**src/rtl/core/vlns_pkg.sv**
```systemverilog
`timescale 1ns / 1ps

package vlns_pkg;

    localparam int WORD_W = 32;
    localparam int COMP_W = 16;
    localparam int ROOT_W = 16;

    typedef logic [WORD_W-1:0]        word_t;
    typedef logic signed [COMP_W-1:0] comp_t;
    typedef logic [COMP_W-1:0]        mag_t;
    typedef logic [ROOT_W-1:0]        root_t;

endpackage

```
**src/rtl/core/vlns_divider.sv**
```systemverilog
`timescale 1ns / 1ps

module vlns_divider (
    input  logic            aclk,
    input  logic            aresetn,
    input  logic            start,
    input  vlns_pkg::word_t dividend,
    input  vlns_pkg::word_t divisor,
    output logic            done,
    output vlns_pkg::word_t quotient
);
    import vlns_pkg::*;

    localparam int CNT_W = $clog2(WORD_W + 1);

    logic             busy_reg, busy_next;
    logic             done_reg, done_next;
    logic [CNT_W-1:0] cnt_reg, cnt_next;
    word_t            rem_reg, rem_next;
    word_t            quo_reg, quo_next;
    word_t            div_reg, div_next;
    logic [WORD_W:0]  trial;
    logic [WORD_W+1:0] diff;

    assign trial = {rem_reg, quo_reg[WORD_W-1]};
    assign diff  = {1'b0, trial} - {2'b00, div_reg};

    always_comb begin
        busy_next = busy_reg;
        done_next = 1'b0;
        cnt_next  = cnt_reg;
        rem_next  = rem_reg;
        quo_next  = quo_reg;
        div_next  = div_reg;
        if (start) begin
            busy_next = 1'b1;
            cnt_next  = '0;
            rem_next  = '0;
            quo_next  = dividend;
            div_next  = divisor;
        end else if (busy_reg) begin
            if (!diff[WORD_W+1]) begin
                rem_next = diff[WORD_W-1:0];
                quo_next = {quo_reg[WORD_W-2:0], 1'b1};
            end else begin
                rem_next = trial[WORD_W-1:0];
                quo_next = {quo_reg[WORD_W-2:0], 1'b0};
            end
            cnt_next = cnt_reg + 1'b1;
            if (cnt_reg == CNT_W'(WORD_W - 1)) begin
                busy_next = 1'b0;
                done_next = 1'b1;
            end
        end
    end

    always_ff @(posedge aclk) begin
        if (!aresetn) begin
            busy_reg <= 1'b0;
            done_reg <= 1'b0;
            cnt_reg  <= '0;
        end else begin
            busy_reg <= busy_next;
            done_reg <= done_next;
            cnt_reg  <= cnt_next;
        end
        rem_reg <= rem_next;
        quo_reg <= quo_next;
        div_reg <= div_next;
    end

    assign done     = done_reg;
    assign quotient = quo_reg;

endmodule

```
**src/rtl/core/vlns_sumsq.sv**
```systemverilog
`timescale 1ns / 1ps

module vlns_sumsq (
    input  logic            aclk,
    input  logic            aresetn,
    input  logic            start,
    input  vlns_pkg::comp_t comp_x,
    input  vlns_pkg::comp_t comp_y,
    input  vlns_pkg::comp_t comp_z,
    output logic            done,
    output vlns_pkg::word_t sum
);
    import vlns_pkg::*;

    logic       busy_reg, busy_next;
    logic       done_reg, done_next;
    logic [1:0] step_reg, step_next;
    mag_t       mag_x_reg, mag_y_reg, mag_z_reg;
    mag_t       mag_sel;
    word_t      prod_reg, prod_next;
    word_t      sum_reg, sum_next;

    function automatic mag_t magnitude(input comp_t v);
        magnitude = v[COMP_W-1] ? mag_t'(~v + 1'b1) : mag_t'(v);
    endfunction

    always_comb begin
        unique case (step_reg)
            2'd0:    mag_sel = mag_x_reg;
            2'd1:    mag_sel = mag_y_reg;
            2'd2:    mag_sel = mag_z_reg;
            default: mag_sel = '0;
        endcase
    end

    always_comb begin
        busy_next = busy_reg;
        done_next = 1'b0;
        step_next = step_reg;
        prod_next = prod_reg;
        sum_next  = sum_reg;
        if (start) begin
            busy_next = 1'b1;
            step_next = '0;
            prod_next = '0;
            sum_next  = '0;
        end else if (busy_reg) begin
            prod_next = word_t'(mag_sel) * word_t'(mag_sel);
            sum_next  = sum_reg + prod_reg;
            step_next = step_reg + 1'b1;
            if (step_reg == 2'd3) begin
                busy_next = 1'b0;
                done_next = 1'b1;
            end
        end
    end

    always_ff @(posedge aclk) begin
        if (!aresetn) begin
            busy_reg <= 1'b0;
            done_reg <= 1'b0;
            step_reg <= '0;
        end else begin
            busy_reg <= busy_next;
            done_reg <= done_next;
            step_reg <= step_next;
        end
        prod_reg <= prod_next;
        sum_reg  <= sum_next;
        if (start) begin
            mag_x_reg <= magnitude(comp_x);
            mag_y_reg <= magnitude(comp_y);
            mag_z_reg <= magnitude(comp_z);
        end
    end

    assign done = done_reg;
    assign sum  = sum_reg;

endmodule

```
**src/rtl/core/vector_length_newton_sqrt.sv**
```systemverilog
`timescale 1ns / 1ps

// Floor square root of an unsigned Q16.16 radicand, or length of a 3-D vector
// with signed Q8.8 components, returned as unsigned Q8.8. One request is in
// work at a time; s_ready is high only while the sequencer is idle, and a
// finished result waits in the output register while the next request is
// taken. A vector first sums its squares on one shared 16x16 multiplier.
// Each Newton step then runs one restoring division on the shared divider,
// and the steps repeat until the guess stops falling, at most MAX_ITERATIONS
// times. A zero radicand skips the divisions. Results beyond 16 bits
// saturate to 0xFFFF.
module vector_length_newton_sqrt #(
    parameter int MAX_ITERATIONS = 32
) (
    input  logic            aclk,
    input  logic            aresetn,
    input  logic            s_valid,
    output logic            s_ready,
    input  logic            s_operation,
    input  vlns_pkg::word_t s_radicand,
    input  vlns_pkg::comp_t s_comp_x,
    input  vlns_pkg::comp_t s_comp_y,
    input  vlns_pkg::comp_t s_comp_z,
    output logic            m_valid,
    input  logic            m_ready,
    output vlns_pkg::root_t m_root
);
    import vlns_pkg::*;

    localparam int ITER_W = $clog2(MAX_ITERATIONS + 1);

    localparam logic [2:0] ST_IDLE = 3'd0;
    localparam logic [2:0] ST_SQ   = 3'd1;
    localparam logic [2:0] ST_INIT = 3'd2;
    localparam logic [2:0] ST_GO   = 3'd3;
    localparam logic [2:0] ST_WAIT = 3'd4;
    localparam logic [2:0] ST_DONE = 3'd5;

    logic [2:0]        state_reg, state_next;
    logic [ITER_W-1:0] iter_reg, iter_next;
    word_t             n_reg, n_next;
    word_t             g_reg, g_next;
    logic              m_valid_reg, m_valid_next;
    root_t             m_root_reg, m_root_next;

    logic              accept;
    logic              sq_done;
    word_t             sq_sum;
    logic              div_start;
    logic              div_done;
    word_t             quotient;
    logic [WORD_W:0]   mean_sum;
    word_t             g_new;
    word_t             g_half;

    assign s_ready   = (state_reg == ST_IDLE);
    assign accept    = s_valid && s_ready;
    assign div_start = (state_reg == ST_GO);
    assign mean_sum  = {1'b0, g_reg} + {1'b0, quotient};
    assign g_new     = mean_sum[WORD_W:1];
    assign g_half    = n_reg >> 1;

    vlns_sumsq u_sumsq (
        .aclk    (aclk),
        .aresetn (aresetn),
        .start   (accept && s_operation),
        .comp_x  (s_comp_x),
        .comp_y  (s_comp_y),
        .comp_z  (s_comp_z),
        .done    (sq_done),
        .sum     (sq_sum)
    );

    vlns_divider u_divider (
        .aclk     (aclk),
        .aresetn  (aresetn),
        .start    (div_start),
        .dividend (n_reg),
        .divisor  (g_reg),
        .done     (div_done),
        .quotient (quotient)
    );

    always_comb begin
        state_next   = state_reg;
        iter_next    = iter_reg;
        n_next       = n_reg;
        g_next       = g_reg;
        m_valid_next = m_valid_reg;
        m_root_next  = m_root_reg;
        if (m_valid_reg && m_ready) begin
            m_valid_next = 1'b0;
        end
        unique case (state_reg)
            ST_IDLE: begin
                if (accept) begin
                    if (s_operation) begin
                        state_next = ST_SQ;
                    end else begin
                        n_next     = s_radicand;
                        state_next = ST_INIT;
                    end
                end
            end
            ST_SQ: begin
                if (sq_done) begin
                    n_next     = sq_sum;
                    state_next = ST_INIT;
                end
            end
            ST_INIT: begin
                iter_next = '0;
                if (n_reg == '0) begin
                    g_next     = '0;
                    state_next = ST_DONE;
                end else begin
                    g_next     = (g_half == '0) ? word_t'(1) : g_half;
                    state_next = ST_GO;
                end
            end
            ST_GO: begin
                state_next = ST_WAIT;
            end
            ST_WAIT: begin
                if (div_done) begin
                    if (g_new >= g_reg) begin
                        state_next = ST_DONE;
                    end else begin
                        g_next    = g_new;
                        iter_next = iter_reg + 1'b1;
                        if (iter_reg == ITER_W'(MAX_ITERATIONS - 1)) begin
                            state_next = ST_DONE;
                        end else begin
                            state_next = ST_GO;
                        end
                    end
                end
            end
            ST_DONE: begin
                if (!m_valid_reg || m_ready) begin
                    m_valid_next = 1'b1;
                    m_root_next  = (g_reg[WORD_W-1:ROOT_W] != '0) ? '1 : g_reg[ROOT_W-1:0];
                    state_next   = ST_IDLE;
                end
            end
            default: begin
                state_next = ST_IDLE;
            end
        endcase
    end

    always_ff @(posedge aclk) begin
        if (!aresetn) begin
            state_reg   <= ST_IDLE;
            iter_reg    <= '0;
            m_valid_reg <= 1'b0;
        end else begin
            state_reg   <= state_next;
            iter_reg    <= iter_next;
            m_valid_reg <= m_valid_next;
        end
        n_reg      <= n_next;
        g_reg      <= g_next;
        m_root_reg <= m_root_next;
    end

    assign m_valid = m_valid_reg;
    assign m_root  = m_root_reg;

endmodule
```
**config.mk**
```make
export PLATFORM = sky130hd
export DESIGN_NAME = vector_length_newton_sqrt
export DESIGN_NICKNAME = d
export VERILOG_FILES = /design/src/rtl/core/vlns_pkg.sv /design/src/rtl/core/vlns_divider.sv /design/src/rtl/core/vlns_sumsq.sv /design/src/rtl/core/vector_length_newton_sqrt.sv
export SDC_FILE = /design/constraint.sdc
export NUM_CORES = 1
export LEC_CHECK = 0
export BUFFER_PORTS_ARGS = -buffer_cell sky130_fd_sc_hd__buf_2
export CORE_ASPECT_RATIO = 1.75
export CORE_MARGIN = 3
export CORE_UTILIZATION = 30
export DETAILED_ROUTE_END_ITERATION = 10
export PLACE_DENSITY = 0.48
export SYNTH_ARGS = -nofsm -noshare
export SYNTH_HDL_FRONTEND = slang
export SYNTH_SLANG_ARGS = --single-unit
```
**constraint.sdc**
```tcl
create_clock -name aclk -period 20.4 [get_ports aclk]
set_input_delay 3.06 -clock aclk [delete_from_list [all_inputs] [get_ports aclk]]
set_output_delay 3.06 -clock aclk [all_outputs]
set_load 0.01 [all_outputs]
```
# After elaboration in Yosys (flattened, before gate mapping)
# Index checks and enable logic that the tools add are counted.
[word_totals]
regBits = 310
in_bits = 85
output_inout_bits = 18
wordCells = 117
[op_classes]
addsub = 9
mul = 1
n_lt_le_gt_ge = 1
eq_ne = 16
n_mux = 40
bitwise = 6
reduce_logical = 21
[op_table]
columns = ["operator", "n"]
rows = [
  ["$mux W32", 8],
  ["$pmux W32 S2", 2],
  ["$logic_not A32 Y1", 2],
  ["$mux W31", 2],
  ["$add A16 B1 Y16 const B", 3],
  ["$not A16 Y16", 3],
  ["$pmux W16 S3", 1],
  ["$mux W15", 3],
  ["$sub A33 B32 Y34", 1],
  ["$add A32 B32 Y33", 1],
  ["$add A32 B32 Y32", 1],
  ["$ge A32 B32 Y1", 1],
  ["$mul A16 B16 Y32", 1],
  ["$mux W3", 7],
  ["$pmux W3 S6", 1],
  ["$reduce_bool A16 Y1", 1],
  ["$add A6 B1 Y6 const B", 2],
  ["$eq A6 B5 Y1 const B", 2],
  ["$mux W1", 12],
  ["$mux W6", 2],
  ["$pmux W6 S2", 1],
  ["$reduce_and A4 Y1", 2],
  ["$eq A3 B2 Y1 const B", 2],
  ["$eq A3 B3 Y1 const B", 2],
  ["18 further kinds", 31],
]

# Depth between registers and ports, before layout
[logic_depth]
word_depth = 5
ltp_mapped = 33
depth_no_buf = 31

# Cells and area by module
# Synthesis repeated with hierarchy kept, for this count alone.
[unflattened]
hier_cells = 2882
area_unflattened_um2 = 26779.4
[by_module_without_submodules]
columns = ["mod", "n_inst", "cells_per_inst", "area_each_um2", "seq_area_each_um2"]
rows = [
  ["vlns_sumsq", 1, 1597, 14057.2, 2782.7],
  ["vector_length_newton_sqrt", 1, 682, 6730.2, 2602.5],
  ["vlns_divider", 1, 603, 5992.0, 2722.6],
]

# Worst setup path after synthesis
# No wires, ideal clock.
[synth_path]
path_kind = "flip-flop to flip-flop"
startpoint = "register u_sumsq.step_reg[0]"
endpoint = "register u_sumsq.prod_reg[24]"
setup_ns = 0.118
arrival_ns = 7.473
t_required_ns = 20.282
slack_ns = 12.808
stages_incl_launch_ff = 30
n_path_buf = 2
synth_period_minus_slack_ns = 7.592
path_cell_list = "dfxtp_1 > inv_1 > ha_1 > clkbuf_1 > clkbuf_1 > a222oi_1 > nor2_1 > inv_1 > nor2_1 > fa_1 > fa_1 > inv_1 > fa_1 > inv_1 > fa_1 > fa_1 > inv_1 > fa_1 > inv_1 > ha_1 > and3_1 > a221oi_1 > nor2b_1 > a211o_1 > a21oi_1 > o21bai_1 > a31o_1 > a221oi_2 > xor2_1 > o21ai_1"
[synth_between]
elab_chain_len = 3
elab_cells_between_ends = 5
cone_classes = "1 x mul; 2 x eq/ne; 1 x mux; 1 x reduce/logical"
[synth_rtl]
columns = ["item", "line_no", "source"]
rows = [
  ["start, declared", "vlns_sumsq.sv:17", "logic [1:0] step_reg, step_next;"],
  ["start signal, assigned", "vlns_sumsq.sv:66", "step_reg <= step_next;"],
  ["$eq A2 B2 Y1, or another cell as far along", "vlns_sumsq.sv:28", "unique case (step_reg)"],
  ["$pmux W16 S3 (*)", "vlns_sumsq.sv:28", ""],
  ["$mul A16 B16 Y32 (*)", "vlns_sumsq.sv:48", "prod_next = word_t'(mag_sel) * word_t'(mag_sel);"],
  ["end signal, assigned", "vlns_sumsq.sv:68", "prod_reg <= prod_next;"],
  ["end, declared", "vlns_sumsq.sv:20", "word_t prod_reg, prod_next;"],
]
# Mark *: on every way between the ends. The rest lies on a longest branch, timed or not.
# A chain may end at the register's enable or synchronous reset.

# Worst setup path after layout
[layout_path]
startpoint = "register u_sumsq.step_reg[0]"
endpoint = "register u_sumsq.prod_reg[28]"
# The elaborated chain is that of the path after synthesis.

==> impl_metrics.py <==
metrics = {
    "logic_synthesis": {
        "yosys_warnings": 0,
        "synth-edff-count": 192,
        "yosysTopAreaCellShare": 0.226,
        "synth.top_cells.by_area": "edfxtp_1 (23%), fa_1 (13%), ha_1 (11%)",
        "synthFlopType": "edfxtp_1",
        "syn_area_per_cell_um2": 9.45,
        "synth_top_area_cell": "edfxtp_1",
        "yosysMostFrequentCell": "inv_1",
        "netlist_instances": 2704,
        "syn-num-nets": 3186,
        "synth_common_cells": "inv_1 (345), nand2_1 (282), ha_1 (231)",
        "yosysSeqAreaShare": 0.317,
        "async_flop_share": 0,
        "synth_area_um2": 25600,
        "synth.distinct_cells": 80,
        "synth-seq-cells": 309,
    },
    "detailed_routing": {
        "wl_per_cell_um": 18.3,
        "detail-route-antenna-nets": 0,
        "drc": 0,
        "vias_per_cell": 4.93,
        "first_pass_iters": 5,
        "vias": 19159,
        "first_iter_violations": 599,
        "postRouteWirelength_um": 71100,
    },
    "clock_tree": {
        "clkTransAtPathRegs_ps": 70,
        "post_cts_buffers": 0,
        "clk_path_buf_depth": 3,
        "cts_made_buffers": 36,
        "clockRootBuffer": "clkbuf_16",
        "clk_latency_ps": 560,
        "cts_hold_buf": 0,
        "htreeDepth": 2,
        "tritoncts": "yes",
        "post_cts_resized": 0,
        "cts_sinks": 309,
    },
    "placement": {
        "post-dp-hpwl_um": 58800,
        "place_area_um2": 27300,
        "port_buffers": 102,
        "place_congestion": 0.994,
    },
    "global_routing": {
        "grt_first_pass_wirelength_um": 112000,
        "met1_usage": 0.156,
        "use_met3": 0.0176,
        "grtUsageMet2": 0.324,
        "antenna_found_initial": 2,
        "first_global_vias": 20741,
        "busiest_layer": "met2",
        "grtUsageTotal": 0.162,
        "grt_max_degree": 57,
        "grt_overflow": 0,
    },
    "timing": {
        "slew_headroom": 0.378,
        "drv_slew": 0,
        "hold_viol_final": 0,
        "fin_tns_setup_ps": 0,
        "fmax_ghz": 0.119,
        "finalCritPeriodShare": 0.411,
        "period_needed_ps": 8380,
        "setup_viol": 0,
        "clock_skew_ps": 15.8,
        "rsz0062_at_grt": "no",
        "tightestPinTransition_ps": 927,
    },
    "run_status": {
        "outcome": "complete, no violations",
    },
    "hold_path": {
        "hp-class": "register to register",
        "min_from": "u_divider.cnt_reg[5]",
        "hold_end": "u_divider.done",
        "hold_depth": 1,
    },
    "floorplan": {
        "dieArea_um2": 88900,
        "num_rows": 141,
        "initial_core_util": 0.302,
        "die_h_um": 392,
        "die_w_um": 227,
        "top_level_ports": 103,
        "core_area_um2": 84500,
    },
    "job": {
        "max_cap_viol_count": 0,
    },
    "setup_path": {
        "crit_fanout": 16,
        "required_ps": 20810,
        "start_kind": "register",
        "crit_arrival_ps": 8800,
        "critPathBufInv": 6,
        "critical_path_class": "register to register",
        "cp_top_family": "adder cells",
        "cp-end-kind": "register",
        "critPathMaxStageDelay_ps": 870,
        "r2r_slack_ps": 12020,
        "r2r-end": "u_sumsq.prod_reg[28]",
        "rr_worst_depth": 28,
        "r2r_start": "u_sumsq.step_reg[0]",
        "slowest_stage": "a222oi_1",
    },
    "finish": {
        "drive_above_1_share": 0.101,
        "antenna_cells": 0,
        "nets": 3266,
        "final_core_util": 0.338,
        "fin_area_um2": 28500,
        "syn_to_final_growth_pct": 11.6,
    },
}
## how the worst max path moves through the flow
| stage | end | start | depth (start not counted) | slack [ps] |
|---|---|---|---|---|
| final | u_sumsq.prod_reg[28] | u_sumsq.step_reg[0] | 28 | 12020 |
| after global routing | u_sumsq.prod_reg[28] | u_sumsq.step_reg[0] | 28 | 11430 |
| after CTS | u_sumsq.prod_reg[28] | u_sumsq.step_reg[0] | 28 | 12010 |
| after detailed placement | u_sumsq.prod_reg[28] | u_sumsq.step_reg[0] | 28 | 12020 |
| after global placement | u_sumsq.prod_reg[28] | u_sumsq.step_reg[0] | 28 | 12140 |
| after floorplan | u_sumsq.prod_reg[24] | u_sumsq.step_reg[0] | 29 | 12810 |
## layout by cell type, fill, tap and decap left out, drive strengths merged, types with 10 or more instances in the layout
cell      n
a22oi    11
o21ai   100
xnor2   104
a21o     78
dfxtp   117
or2      14
and3     11
nand3b   10
o21a     15
ha      231
nor2    223
fa      166
clkbuf   40
nand4    21
nand3    28
mux2i    60
a21oi   148
buf     123
a31oi    20
nand2b   52
o21bai   17
nand2   282
nor4     18
xor2     58
mux2     63
clkinv   15
edfxtp  192
o31ai    18
a211oi   33
nor3     33
inv     350
nor2b    24
or3      25
and2     19
## cell families (layout without fill, tap and decap cells)
logic type | after synthesis | count (layout) | synth area share
buf+inv | 429 | 536 | 0.0631
flops | 309 | 309 | 0.317
simple gates | 773 | 773 | 0.139
xor+xnor | 162 | 162 | 0.0555
mux | 123 | 123 | 0.0513
fa+ha+maj | 397 | 397 | 0.243
compound gates | 511 | 511 | 0.131
## layer usage
| layer | part of all wire | vias to the layer above |
|---|---|---|
| li1 | - | 9438 |
| met1 | 0.35 | 9171 |
| met2 | 0.56 | 373 |
| met3 | 0.027 | 177 |
| met4 | 0.065 | 0 |
| met5 | 0 | - |
## worst register-to-register path, delay by kind of cell (launching register included)
| family | cells | cell delay (ps) |
|---|---|---|
| compound gates | 8 | 2480 |
| xor+xnor | 1 | 90 |
| fa+ha+maj | 8 | 3860 |
| buf+inv | 6 | 610 |
| flops | 1 | 390 |
| mux | 1 | 130 |
| simple gates | 4 | 680 |
## final cells by class
| cell class | count | area, µm² |
|---|---|---|
| fill | 8593 | 56000 |
| multi-input combinational | 1966 | 15900 |
| sequential | 309 | 8110 |
| tap | 1072 | 1340 |
| inverter | 348 | 1310 |
| clock buffer | 40 | 926 |
| timing repair buffer | 123 | 668 |
| clock inverter | 25 | 307 |
## through the flow
stage	instances	hold slack, ps	setup slack [ps]
after floorplan	2704	437	12810
after CTS	3883	471	12010
after global routing	3883	488	11430
after detailed placement	3818	462	12020
after global placement	3818	460	12140
final	3883	469	12020
Power is left out: the tool's default activity adds up to more than one toggle a clock period on the data nets, which glitch-free logic cannot reach.
